## config.mk

```make
export PLATFORM = sky130hd
export DESIGN_NAME = lcg_gaussian_random_source_core
export DESIGN_NICKNAME = d
export VERILOG_FILES = /design/src/rtl/lgrs_pkg.sv /design/src/rtl/lgrs_datapath.sv /design/src/rtl/lgrs_ctrl.sv /design/src/rtl/lcg_gaussian_random_source_core.sv
export SDC_FILE = /design/constraint.sdc
export NUM_CORES = 2
export LEC_CHECK = 0
export BUFFER_PORTS_ARGS = -buffer_cell sky130_fd_sc_hd__clkbuf_2
export CAP_MARGIN = 10
export CORE_MARGIN = 5
export CORE_UTILIZATION = 65
export CTS_BUF_LIST = sky130_fd_sc_hd__clkbuf_4
export CTS_CLUSTER_SIZE = 8
export DETAILED_ROUTE_END_ITERATION = 7
export HOLD_SLACK_MARGIN = 0.15
export PLACE_DENSITY = 0.79
export SYNTH_ARGS = -nofsm -noshare
export SYNTH_HDL_FRONTEND = slang
export SYNTH_SLANG_ARGS = --single-unit
export TNS_END_PERCENT = 50
```

## constraint.sdc

```tcl
create_clock -name aclk -period 21.7 [get_ports aclk]
set_input_delay 2.17 -clock aclk [delete_from_list [all_inputs] [get_ports aclk]]
set_output_delay 2.17 -clock aclk [all_outputs]
set_load 0.02 [all_outputs]
```

## src/rtl/lgrs_pkg.sv

```systemverilog
// ----------------------------------------------------------------------------
// lgrs_pkg
// Types and constants shared by the random source controller and datapath.
// ----------------------------------------------------------------------------
package lgrs_pkg;

    localparam int SEED_W   = 27;
    localparam int CUT_W    = 30;
    localparam int SAMPLE_W = 31;
    localparam int ACC_W    = 31;
    localparam int T_W      = 32;
    localparam int Q_W      = 5;
    localparam int RECIP_W  = 14;
    localparam int PROD_W   = T_W + RECIP_W;
    localparam int STEP_W   = 4;

    localparam logic [T_W-1:0] LCG_MUL      = 32'd19;
    localparam logic [T_W-1:0] LCG_ADD      = 32'd656329;
    localparam logic [T_W-1:0] LCG_MOD      = 32'd100000001;
    localparam logic [T_W-1:0] NEW_SEED_OFS = 32'd54321;
    localparam logic [T_W-1:0] SUM_BIAS     = 32'd600000000;

    // floor(2**40 / LCG_MOD); the estimate is low by at most one.
    localparam logic [RECIP_W-1:0] RECIP       = 14'd10995;
    localparam int                 RECIP_SHIFT = 40;

    localparam logic [STEP_W-1:0] LAST_STEP = 4'd11;

    localparam logic [1:0] REQ_UNIFORM  = 2'd0;
    localparam logic [1:0] REQ_GAUSSIAN = 2'd1;
    localparam logic [1:0] REQ_NEW_SEED = 2'd2;
    localparam logic [1:0] REQ_LOAD     = 2'd3;

    typedef enum logic [3:0] {
        ST_IDLE,
        ST_MUL,
        ST_QUO,
        ST_RED,
        ST_OFS,
        ST_SUM,
        ST_CHK,
        ST_DONE
    } state_t;

    typedef enum logic [1:0] {
        MODE_UNIFORM,
        MODE_GAUSSIAN,
        MODE_NEW_SEED
    } mode_t;

    typedef enum logic [1:0] {
        ACC_HOLD,
        ACC_CLEAR,
        ACC_ADD
    } acc_op_t;

    typedef enum logic [1:0] {
        DST_NONE,
        DST_CUR,
        DST_BASE
    } red_dst_t;

    typedef enum logic [1:0] {
        CAP_NONE,
        CAP_RED,
        CAP_GAUSS,
        CAP_ZERO
    } cap_t;

    typedef struct packed {
        logic     load_seed;
        logic     src_base;
        logic     t_load;
        logic     q_load;
        red_dst_t red_dst;
        logic     ofs_load;
        acc_op_t  acc_op;
        cap_t     cap;
    } dp_cmd_t;

    typedef struct packed {
        logic in_range;
    } dp_sts_t;

endpackage

```

## src/rtl/lgrs_datapath.sv

```systemverilog
// ----------------------------------------------------------------------------
// lgrs_datapath
// Seed registers, generator step arithmetic, gaussian sum and cut check.
// ----------------------------------------------------------------------------
module lgrs_datapath
    import lgrs_pkg::*;
(
    input  logic                       aclk,
    input  logic                       aresetn,
    input  logic                       cfg_wr_en,
    input  logic [CUT_W-1:0]           cfg_wr_data,
    input  logic [SEED_W-1:0]          seed_value,
    input  dp_cmd_t                    cmd,
    output dp_sts_t                    sts,
    output logic signed [SAMPLE_W-1:0] sample
);

    logic [SEED_W-1:0]          base_reg, base_next;
    logic [SEED_W-1:0]          cur_reg, cur_next;
    logic [CUT_W-1:0]           cut_reg;
    logic signed [T_W-1:0]      lo_reg, hi_reg;
    logic [T_W-1:0]             t_reg, t_next;
    logic [Q_W-1:0]             q_reg, q_next;
    logic [ACC_W-1:0]           acc_reg, acc_next;
    logic signed [SAMPLE_W-1:0] sample_reg, sample_next;

    logic [SEED_W-1:0]     src;
    logic [PROD_W-1:0]     prod;
    logic [T_W-1:0]        qm;
    logic [T_W-1:0]        rem;
    logic [T_W-1:0]        red;
    logic [SEED_W-1:0]     red_seed;
    logic [SEED_W:0]       ofs_sum;
    logic [SEED_W:0]       ofs_red;
    logic signed [T_W-1:0] acc_s;
    logic signed [T_W-1:0] gauss_val;

    always_comb begin
        src    = cmd.src_base ? base_reg : cur_reg;
        t_next = ({{(T_W-SEED_W){1'b0}}, src} * LCG_MUL) + LCG_ADD;

        prod   = PROD_W'(t_reg) * PROD_W'(RECIP);
        q_next = prod[RECIP_SHIFT +: Q_W];

        qm       = T_W'(q_reg) * LCG_MOD;
        rem      = t_reg - qm;
        red      = (rem >= LCG_MOD) ? (rem - LCG_MOD) : rem;
        red_seed = red[SEED_W-1:0];

        ofs_sum = {1'b0, base_reg} + NEW_SEED_OFS[SEED_W:0];
        ofs_red = (ofs_sum >= LCG_MOD[SEED_W:0]) ? (ofs_sum - LCG_MOD[SEED_W:0]) : ofs_sum;

        acc_s     = $signed({1'b0, acc_reg});
        gauss_val = acc_s - $signed(SUM_BIAS);

        base_next = base_reg;
        cur_next  = cur_reg;
        if (cmd.load_seed) begin
            base_next = seed_value;
            cur_next  = seed_value;
        end else if (cmd.ofs_load) begin
            cur_next = ofs_red[SEED_W-1:0];
        end else begin
            unique case (cmd.red_dst)
                DST_CUR:  cur_next  = red_seed;
                DST_BASE: base_next = red_seed;
                default:  ;
            endcase
        end

        unique case (cmd.acc_op)
            ACC_CLEAR: acc_next = '0;
            ACC_ADD:   acc_next = acc_reg + ACC_W'(cur_reg);
            default:   acc_next = acc_reg;
        endcase

        unique case (cmd.cap)
            CAP_RED:   sample_next = $signed({{(SAMPLE_W-SEED_W){1'b0}}, red_seed});
            CAP_GAUSS: sample_next = gauss_val[SAMPLE_W-1:0];
            CAP_ZERO:  sample_next = '0;
            default:   sample_next = sample_reg;
        endcase
    end

    always_ff @(posedge aclk) begin
        if (!aresetn) begin
            base_reg <= '0;
            cur_reg  <= '0;
            cut_reg  <= '0;
        end else begin
            base_reg <= base_next;
            cur_reg  <= cur_next;
            if (cfg_wr_en) begin
                cut_reg <= cfg_wr_data;
            end
        end
    end

    always_ff @(posedge aclk) begin
        lo_reg     <= $signed(SUM_BIAS) - $signed(T_W'(cut_reg));
        hi_reg     <= $signed(SUM_BIAS) + $signed(T_W'(cut_reg));
        acc_reg    <= acc_next;
        sample_reg <= sample_next;
        if (cmd.t_load) begin
            t_reg <= t_next;
        end
        if (cmd.q_load) begin
            q_reg <= q_next;
        end
    end

    assign sts.in_range = (acc_s >= lo_reg) && (acc_s <= hi_reg);
    assign sample       = sample_reg;

endmodule

```

## src/rtl/lgrs_ctrl.sv

```systemverilog
// ----------------------------------------------------------------------------
// lgrs_ctrl
// Sequencer for generator steps, gaussian attempts and result hand-off.
// ----------------------------------------------------------------------------
module lgrs_ctrl
    import lgrs_pkg::*;
#(
    parameter int MAX_ATTEMPTS = 100
) (
    input  logic       aclk,
    input  logic       aresetn,
    input  logic       in_valid,
    input  logic [1:0] in_req,
    output logic       in_ready,
    input  logic       out_free,
    output logic       push,
    output logic       res_status,
    output dp_cmd_t    cmd,
    input  dp_sts_t    sts
);

    localparam int ATT_W = $clog2(MAX_ATTEMPTS + 1);
    localparam logic [ATT_W-1:0] ATT_LAST = ATT_W'(MAX_ATTEMPTS - 1);

    state_t            state_reg, state_next;
    mode_t             mode_reg, mode_next;
    logic [STEP_W-1:0] step_reg, step_next;
    logic [ATT_W-1:0]  att_reg, att_next;
    logic              extra_reg, extra_next;
    logic              status_reg, status_next;

    always_ff @(posedge aclk) begin
        if (!aresetn) begin
            state_reg  <= ST_IDLE;
            mode_reg   <= MODE_UNIFORM;
            step_reg   <= '0;
            att_reg    <= '0;
            extra_reg  <= 1'b0;
            status_reg <= 1'b0;
        end else begin
            state_reg  <= state_next;
            mode_reg   <= mode_next;
            step_reg   <= step_next;
            att_reg    <= att_next;
            extra_reg  <= extra_next;
            status_reg <= status_next;
        end
    end

    always_comb begin
        state_next  = state_reg;
        mode_next   = mode_reg;
        step_next   = step_reg;
        att_next    = att_reg;
        extra_next  = extra_reg;
        status_next = status_reg;
        in_ready    = 1'b0;
        push        = 1'b0;
        cmd         = '{load_seed: 1'b0, src_base: 1'b0, t_load: 1'b0, q_load: 1'b0,
                        red_dst: DST_NONE, ofs_load: 1'b0, acc_op: ACC_HOLD,
                        cap: CAP_NONE};

        unique case (state_reg)
            ST_IDLE: begin
                in_ready = 1'b1;
                if (in_valid) begin
                    status_next = 1'b0;
                    step_next   = '0;
                    att_next    = '0;
                    extra_next  = 1'b0;
                    unique case (in_req)
                        REQ_UNIFORM: begin
                            mode_next  = MODE_UNIFORM;
                            state_next = ST_MUL;
                        end
                        REQ_GAUSSIAN: begin
                            mode_next  = MODE_GAUSSIAN;
                            cmd.acc_op = ACC_CLEAR;
                            state_next = ST_MUL;
                        end
                        REQ_NEW_SEED: begin
                            mode_next  = MODE_NEW_SEED;
                            state_next = ST_MUL;
                        end
                        REQ_LOAD: begin
                            cmd.load_seed = 1'b1;
                            cmd.cap       = CAP_ZERO;
                            state_next    = ST_DONE;
                        end
                        default: ;
                    endcase
                end
            end
            ST_MUL: begin
                cmd.src_base = (mode_reg == MODE_NEW_SEED);
                cmd.t_load   = 1'b1;
                if (mode_reg == MODE_GAUSSIAN && step_reg != '0) begin
                    cmd.acc_op = ACC_ADD;
                end
                state_next = ST_QUO;
            end
            ST_QUO: begin
                cmd.q_load = 1'b1;
                state_next = ST_RED;
            end
            ST_RED: begin
                unique case (mode_reg)
                    MODE_UNIFORM: begin
                        cmd.red_dst = DST_CUR;
                        cmd.cap     = CAP_RED;
                        state_next  = ST_DONE;
                    end
                    MODE_NEW_SEED: begin
                        cmd.red_dst = DST_BASE;
                        state_next  = ST_OFS;
                    end
                    MODE_GAUSSIAN: begin
                        cmd.red_dst = DST_CUR;
                        if (step_reg == LAST_STEP) begin
                            step_next  = '0;
                            state_next = ST_SUM;
                        end else begin
                            step_next  = step_reg + 1'b1;
                            state_next = ST_MUL;
                        end
                    end
                    default: state_next = ST_IDLE;
                endcase
            end
            ST_OFS: begin
                cmd.ofs_load = 1'b1;
                cmd.cap      = CAP_ZERO;
                state_next   = ST_DONE;
            end
            ST_SUM: begin
                cmd.acc_op = ACC_ADD;
                state_next = ST_CHK;
            end
            ST_CHK: begin
                if (extra_reg) begin
                    cmd.cap     = CAP_ZERO;
                    status_next = 1'b1;
                    state_next  = ST_DONE;
                end else if (sts.in_range) begin
                    cmd.cap    = CAP_GAUSS;
                    state_next = ST_DONE;
                end else begin
                    cmd.acc_op = ACC_CLEAR;
                    state_next = ST_MUL;
                    if (att_reg == ATT_LAST) begin
                        extra_next = 1'b1;
                    end else begin
                        att_next = att_reg + 1'b1;
                    end
                end
            end
            ST_DONE: begin
                if (out_free) begin
                    push       = 1'b1;
                    state_next = ST_IDLE;
                end
            end
            default: state_next = ST_IDLE;
        endcase
    end

    assign res_status = status_reg;

endmodule

```

## src/rtl/lcg_gaussian_random_source_core.sv

```systemverilog
// ----------------------------------------------------------------------------
// lcg_gaussian_random_source_core
// Uniform and gaussian random source on a linear congruential generator.
//
//   channel  direction  handshake        tdata               tuser
//   s_       in         tvalid/tready    [26:0] seed_value   [1:0] req_type
//   m_       out        tvalid/tready    [30:0] sample       [0] status
//   cfg_     in         wr_en            [29:0] cut_limit    -
//
// A generator step runs multiply, quotient estimate and reduction in
// turn, all on one shared step unit. A gaussian draw makes up to
// MAX_ATTEMPTS + 1 attempts.
// Reset is synchronous; seeds and the cut register clear to zero.
// A result waits in the output register while the next item is accepted;
// the sequencer stalls only when a second result is ready before the first
// is taken.
// ----------------------------------------------------------------------------
module lcg_gaussian_random_source_core
    import lgrs_pkg::*;
#(
    parameter int MAX_ATTEMPTS = 100
) (
    input  logic             aclk,
    input  logic             aresetn,
    input  logic             cfg_wr_en,
    input  logic [CUT_W-1:0] cfg_wr_data,
    input  logic             s_tvalid,
    output logic             s_tready,
    input  logic [31:0]      s_tdata,   // [26:0] seed_value
    input  logic [1:0]       s_tuser,   // [1:0] req_type
    output logic             m_tvalid,
    input  logic             m_tready,
    output logic [31:0]      m_tdata,   // [30:0] sample
    output logic             m_tuser    // [0] status
);

    dp_cmd_t                    cmd;
    dp_sts_t                    sts;
    logic                       push;
    logic                       res_status;
    logic                       out_free;
    logic signed [SAMPLE_W-1:0] dp_sample;

    logic        m_valid_reg;
    logic [31:0] m_data_reg;
    logic        m_user_reg;

    assign out_free = !m_valid_reg || m_tready;

    lgrs_ctrl #(
        .MAX_ATTEMPTS(MAX_ATTEMPTS)
    ) u_ctrl (
        .aclk       (aclk),
        .aresetn    (aresetn),
        .in_valid   (s_tvalid),
        .in_req     (s_tuser),
        .in_ready   (s_tready),
        .out_free   (out_free),
        .push       (push),
        .res_status (res_status),
        .cmd        (cmd),
        .sts        (sts)
    );

    lgrs_datapath u_datapath (
        .aclk        (aclk),
        .aresetn     (aresetn),
        .cfg_wr_en   (cfg_wr_en),
        .cfg_wr_data (cfg_wr_data),
        .seed_value  (s_tdata[SEED_W-1:0]),
        .cmd         (cmd),
        .sts         (sts),
        .sample      (dp_sample)
    );

    always_ff @(posedge aclk) begin
        if (!aresetn) begin
            m_valid_reg <= 1'b0;
        end else if (push) begin
            m_valid_reg <= 1'b1;
        end else if (m_tready) begin
            m_valid_reg <= 1'b0;
        end
    end

    always_ff @(posedge aclk) begin
        if (push) begin
            m_data_reg <= {1'b0, dp_sample};
            m_user_reg <= res_status;
        end
    end

    assign m_tvalid = m_valid_reg;
    assign m_tdata  = m_data_reg;
    assign m_tuser  = m_user_reg;

endmodule
```

-- Word-level counts from Yosys, hierarchy flattened
Cells that the tools add are included.
- add/sub/neg operators: 11
- multipliers: 3
- order comparisons: 4
- equality and inequality tests: 29
- muxes and demuxes: 60
- reduce and logical (&&, ||, !) cells: 25
- operators by type and width (operator ; number):
    $mux 27 ; 9
    $pmux 31 s3 ; 1
    $pmux 31 s2 ; 1
    $sub 27x27->27 const B ; 2
    $mul 32x14->45 const B ; 1
    $add 32x20->32 const B ; 1
    $ge 32x27->1 const B ; 1
    $ge 32x32->1 ; 1
    $le 32x32->1 ; 1
    $mul 27x5->32 const B ; 1
    $mul 5x27->32 const B ; 1
    $pmux 4 s8 ; 1
    $sub 32x32->32 ; 1
    $add 30x30->31 const A ; 1
    $add 31x27->31 ; 1
    $sub 30x30->31 const A ; 1
    $sub 31x30->31 const B ; 1
    $add 27x16->28 const B ; 1
    $ge 28x27->1 const B ; 1
    $mux 7 ; 4
    $mux 4 ; 6
    $mux 1 ; 18
    $eq 4x3->1 const B ; 4
    $pmux 2 s4 ; 2
    other kinds (31) ; 70
- bits in registers: 299
- input bits: 69
- output and inout port bits: 35

-- Logic depth before layout (Yosys ltp)
- depth in word-level cells: 8
- mapped depth: 26
- gate-level depth less buffers: 25

-- Modules after synthesis
Synthesis repeated with hierarchy kept, for this count alone.
- cell total of the unflattened synthesis: 3257
- area total of the unflattened synthesis: 30764.5 µm²
- modules (own cells, without submodules) (module ; times used ; cells an instance ; area each (µm²)):
    lgrs_datapath ; 1 ; 3074 ; 28548.6
    lgrs_ctrl ; 1 ; 145 ; 1194.9
    lcg_gaussian_random_source_core ; 1 ; 38 ; 1021.0

-- Worst setup path after synthesis
Ideal clock, no wire load.
- kind: register to register
- start: reg u_ctrl.state_reg[2]
- end: reg u_datapath.t_reg[30], data pin
- library setup time: 258 ps
- data arrival time: 6960 ps
- required time: 21442 ps
- setup slack: 14483 ps
- cell stages (with the launch flop): 26
- path buffers: 4
- cell sequence: dfxtp_1 -> clkbuf_1 -> clkbuf_1 -> nor2_1 -> nand2_1 -> clkbuf_1 -> clkbuf_1 -> o21ai_0 -> ha_1 -> inv_1 -> fa_1 -> inv_1 -> fa_1 -> ha_1 -> o21ai_0 -> a21o_1 -> inv_1 -> a311oi_1 -> o31ai_1 -> a31oi_1 -> o211ai_1 -> a2111oi_0 -> or3_1 -> o2111ai_1 -> a21oi_1 -> xnor2_1
- longest elaborated chain between the ends: 5
- RTL lines (element ; RTL line ; text):
    start: declaration ; lgrs_ctrl.sv:25 ; state_t state_reg, state_next;
    start signal: assignment ; lgrs_ctrl.sv:41 ; state_reg <= state_next;
    $eq 4x1->1 ; lgrs_ctrl.sv:63 ; unique case (state_reg)
    $mux 2 ; lgrs_ctrl.sv:63 ;
    $mux 27 ; lgrs_datapath.sv:39 ; src = cmd.src_base ? base_reg : cur_reg;
    $mul 27x5->32 ; lgrs_datapath.sv:40 ; t_next = ({{(T_W-SEED_W){1'b0}}, src} * LCG_MUL) + LCG_ADD;
    $add 32x20->32 ; lgrs_datapath.sv:40 ;
    named net u_datapath.t_next[30] ; lgrs_datapath.sv:22 ; logic [T_W-1:0] t_reg, t_next;
    end signal: assignment ; lgrs_datapath.sv:105 ; t_reg <= t_next;
    end: declaration ; lgrs_datapath.sv:22 ;
The timed path passes the listed nets, and every way through them passes these cells.
A chain may end at the register's enable or synchronous reset.

-- Worst setup path in the final report
- start: reg u_datapath.t_reg[7]
- end: reg u_datapath.q_reg[3], data pin
- longest elaborated chain between the ends: 1
- RTL lines (element ; RTL line ; text):
    $mul 32x14->45 ; lgrs_datapath.sv:42 ; prod = PROD_W'(t_reg) * PROD_W'(RECIP);
    named net u_datapath.prod[43] ; lgrs_datapath.sv:28 ; logic [PROD_W-1:0] prod;
    end signal: assignment ; lgrs_datapath.sv:108 ; q_reg <= q_next;
    end: declaration ; lgrs_datapath.sv:23 ; logic [Q_W-1:0] q_reg, q_next;
The timed path passes the listed nets, and every way through them passes these cells.

==> impl_results.md <==
* Outcome: finished, final reports clean
* Critical path arrival at 7.98 ns
* RSZ-0062 raised after global routing: no
* Remaining global-route overflow at 0
* Dpl cell area at 32000 um^2
* DR WL/cell at 20.3 um
* Core ar. at 47400 um^2
* First-pass iteration count of the detailed router at 6
* Count leader, synth: inv_1
* Number of global-route vias before repair at 25112
* Clock slew at reported path FFs at 0.07 ns
* Unique masters post-synth at 91
* CP Max Fanout at 13
* First-iteration detailed-routing DRC count at 2036
* CTS tree: built
* Hold Crit Class: register to register
* Measured slew at the worst slew-check pin at 1.23 ns
* Final WL at 83200 um
* Initial Util at 0.653
* Max reg flops at 32
* Placed Cells at 3958
* Hold_ws at 0.385 ns
* Maxcap violations at 0
* Skew final at 0.0564 ns
* CTS buffer count at 77
* Most frequent cell on the critical path: inv_1
* Post-DP HPWL at 67000 um
* # Post-CTS Setup Buffers at 0
* Syn_nets at 4088
* Max_slew headroom at 0.169
* Top cell type's share of synthesized area at 0.172
* Die Area at 52100 um^2
* Minimum clock period at 7.48 ns
* Fmax at 134 MHz
* Port Buffers at 97
* H-tree depth at 3
* Mean Syn Cell Area at 9.29 um^2
* CTS Sinks at 295
* Main flop type after synthesis: dfxtp_1
* Mapped cell area at 31000 um^2
* Final Non-Filler Cells at 4104
* Synth cell count leaders: 595 x inv_1, 425 x ha_1, 259 x fa_1
* Die Span X at 228 um
* Vias/cell at 5.99
* Max Slew Vio Count at 0
* Area added between synthesis and finish at 6.79%
* Post-CTS Resized at 0
* Global-route wire length before repair at 133000 um
* GRT Util Overall at 0.317
* Setup TNS at 0 ns
* Worst setup SP type: register
* Largest net degree at the start of global routing at 56
* Clock Tree Root: clkbuf_4
* Residual DRC count at 0
* Routed vias at 24578
* Layout cells sized above 1 at 0.0860
* Post-synth EDFFs at 131
* I/O pin cnt at 104
* CP max stage delay at 0.91 ns
* Final count of hold timing violations at 0
* Asr flop ratio synth at 0
* Synthesized instance count at 3335
* Slowest CP cell: edfxtp_1
* Data required, critical path at 22.20 ns
* Maximum root-to-sink buffer count at 3
* Antenna viol nets, final at 0
* Post-route cell area at 33100 um^2
* Cell depth of the worst setup path at 25
* Setup CP Type: register to register
* Clk_lat worst skew at 0.82 ns
* Hold depth at 0
* Hold-fix buffers, CTS at 0
* Initial antenna violation count at 1
* Worst path top cell family by delay: adder cells
* Synthesized flop and latch total at 295
* FF-to-FF path depth at 25
* Tcrit/Tclk final at 0.344
* Synth area leader: ha_1
* # rows at 80
* Worst Setup End Kind: register
* GPL Wtd Cong at 0.965
* Layout Nets at 4176
* Bufs and invs on worst path at 6
* Yosys warnings at 0
* Setup violators final at 0
* Post-synthesis sequential area ratio at 0.233
* Dominant cells by area after synthesis: ha_1 17%, fa_1 17%, edfxtp_1 13%, dfxtp_1 11%, inv_1 7.2%
* Vert. Die Dim at 228 um
## final timing paths
kind                                        end  slack (ns)                                from
hold reg to reg    u_datapath.hi_reg[1]$_DFF_P_        0.38  u_datapath.cut_reg[1]$_SDFFE_PN0P_
setup reg to reg  u_datapath.q_reg[3]$_DFFE_PP_       14.22       u_datapath.t_reg[7]$_DFFE_PP_
setup / recovery  u_datapath.q_reg[3]$_DFFE_PP_       14.22       u_datapath.t_reg[7]$_DFFE_PP_
hold / removal     u_datapath.hi_reg[1]$_DFF_P_        0.38  u_datapath.cut_reg[1]$_SDFFE_PN0P_
## cell families after synthesis
| kind of cell | Yosys count | share of synthesized area |
|---|---|---|
| AOI/OAI and AO/OA | 661 | 0.144 |
| adders and majority gates | 684 | 0.339 |
| other | 1 | 0.000121 |
| muxes | 60 | 0.0200 |
| and+or+nand+nor | 703 | 0.114 |
| buffers and inverters | 705 | 0.0865 |
| DFF | 295 | 0.233 |
| xor gates and xnor gates | 226 | 0.0639 |
## cells in the final DEF, fill, tap and decap left out, types with 45 or more instances in the layout
master,instances
fa_1,259
clkbuf_2,97
nor3_1,52
xor2_1,74
edfxtp_1,131
o21ai_0,148
clkbuf_4,105
inv_1,595
ha_1,425
nand2_1,141
a21oi_1,138
nor2_1,189
a21o_1,75
dfxtp_1,164
nand3_1,85
mux2i_1,45
xnor2_1,152
## through the flow
step / worst slack, ns / utilization
finish: 14.22 / 0.697
detailed placement: 14.23 / 0.674
global route: 13.76 / 0.697
floorplan: 14.48 / -
CTS: 14.18 / 0.697
global placement: 14.42 / 0.674
## metal layers
metal,vias to the layer above,global-route usage,part of all wire
met1,11864,0.397,0.40
met3,229,0.0420,0.058
met2,901,0.545,0.49
met5,-,0,0
met4,0,0.154,0.053
li1,11584,-,-
## cell type report
cell class / instances / area [um^2]
Clock inverter: 38 / 272
Sequential cell: 295 / 7220
Multi-Input combinational cell: 2335 / 21100
Antenna cell: 2 / 5.00
Inverter: 597 / 2240
Clock buffer: 105 / 788
Tap cell: 615 / 769
Timing Repair Buffer: 117 / 656
Fill cell: 3702 / 14400
## worst reg2reg max path: stages, from the launching register on
cell	delay, ns
edfxtp_1	0.91
inv_1	0.14
fa_1	0.51
inv_1	0.05
ha_1	0.30
fa_1	0.48
inv_1	0.05
fa_1	0.54
inv_1	0.06
fa_1	0.54
inv_1	0.05
fa_1	0.49
inv_1	0.04
ha_1	0.29
a21oi_1	0.14
nor2b_1	0.05
o21ai_0	0.20
o211ai_1	0.12
a21oi_1	0.22
o21ai_0	0.26
a211oi_1	0.56
o21ai_0	0.29
and2_1	0.24
o21ai_0	0.28
a21boi_0	0.18
xor2_1	0.18
Power is left out: the tool's default activity adds up to more than one toggle a clock period on the data nets, which glitch-free logic cannot reach.
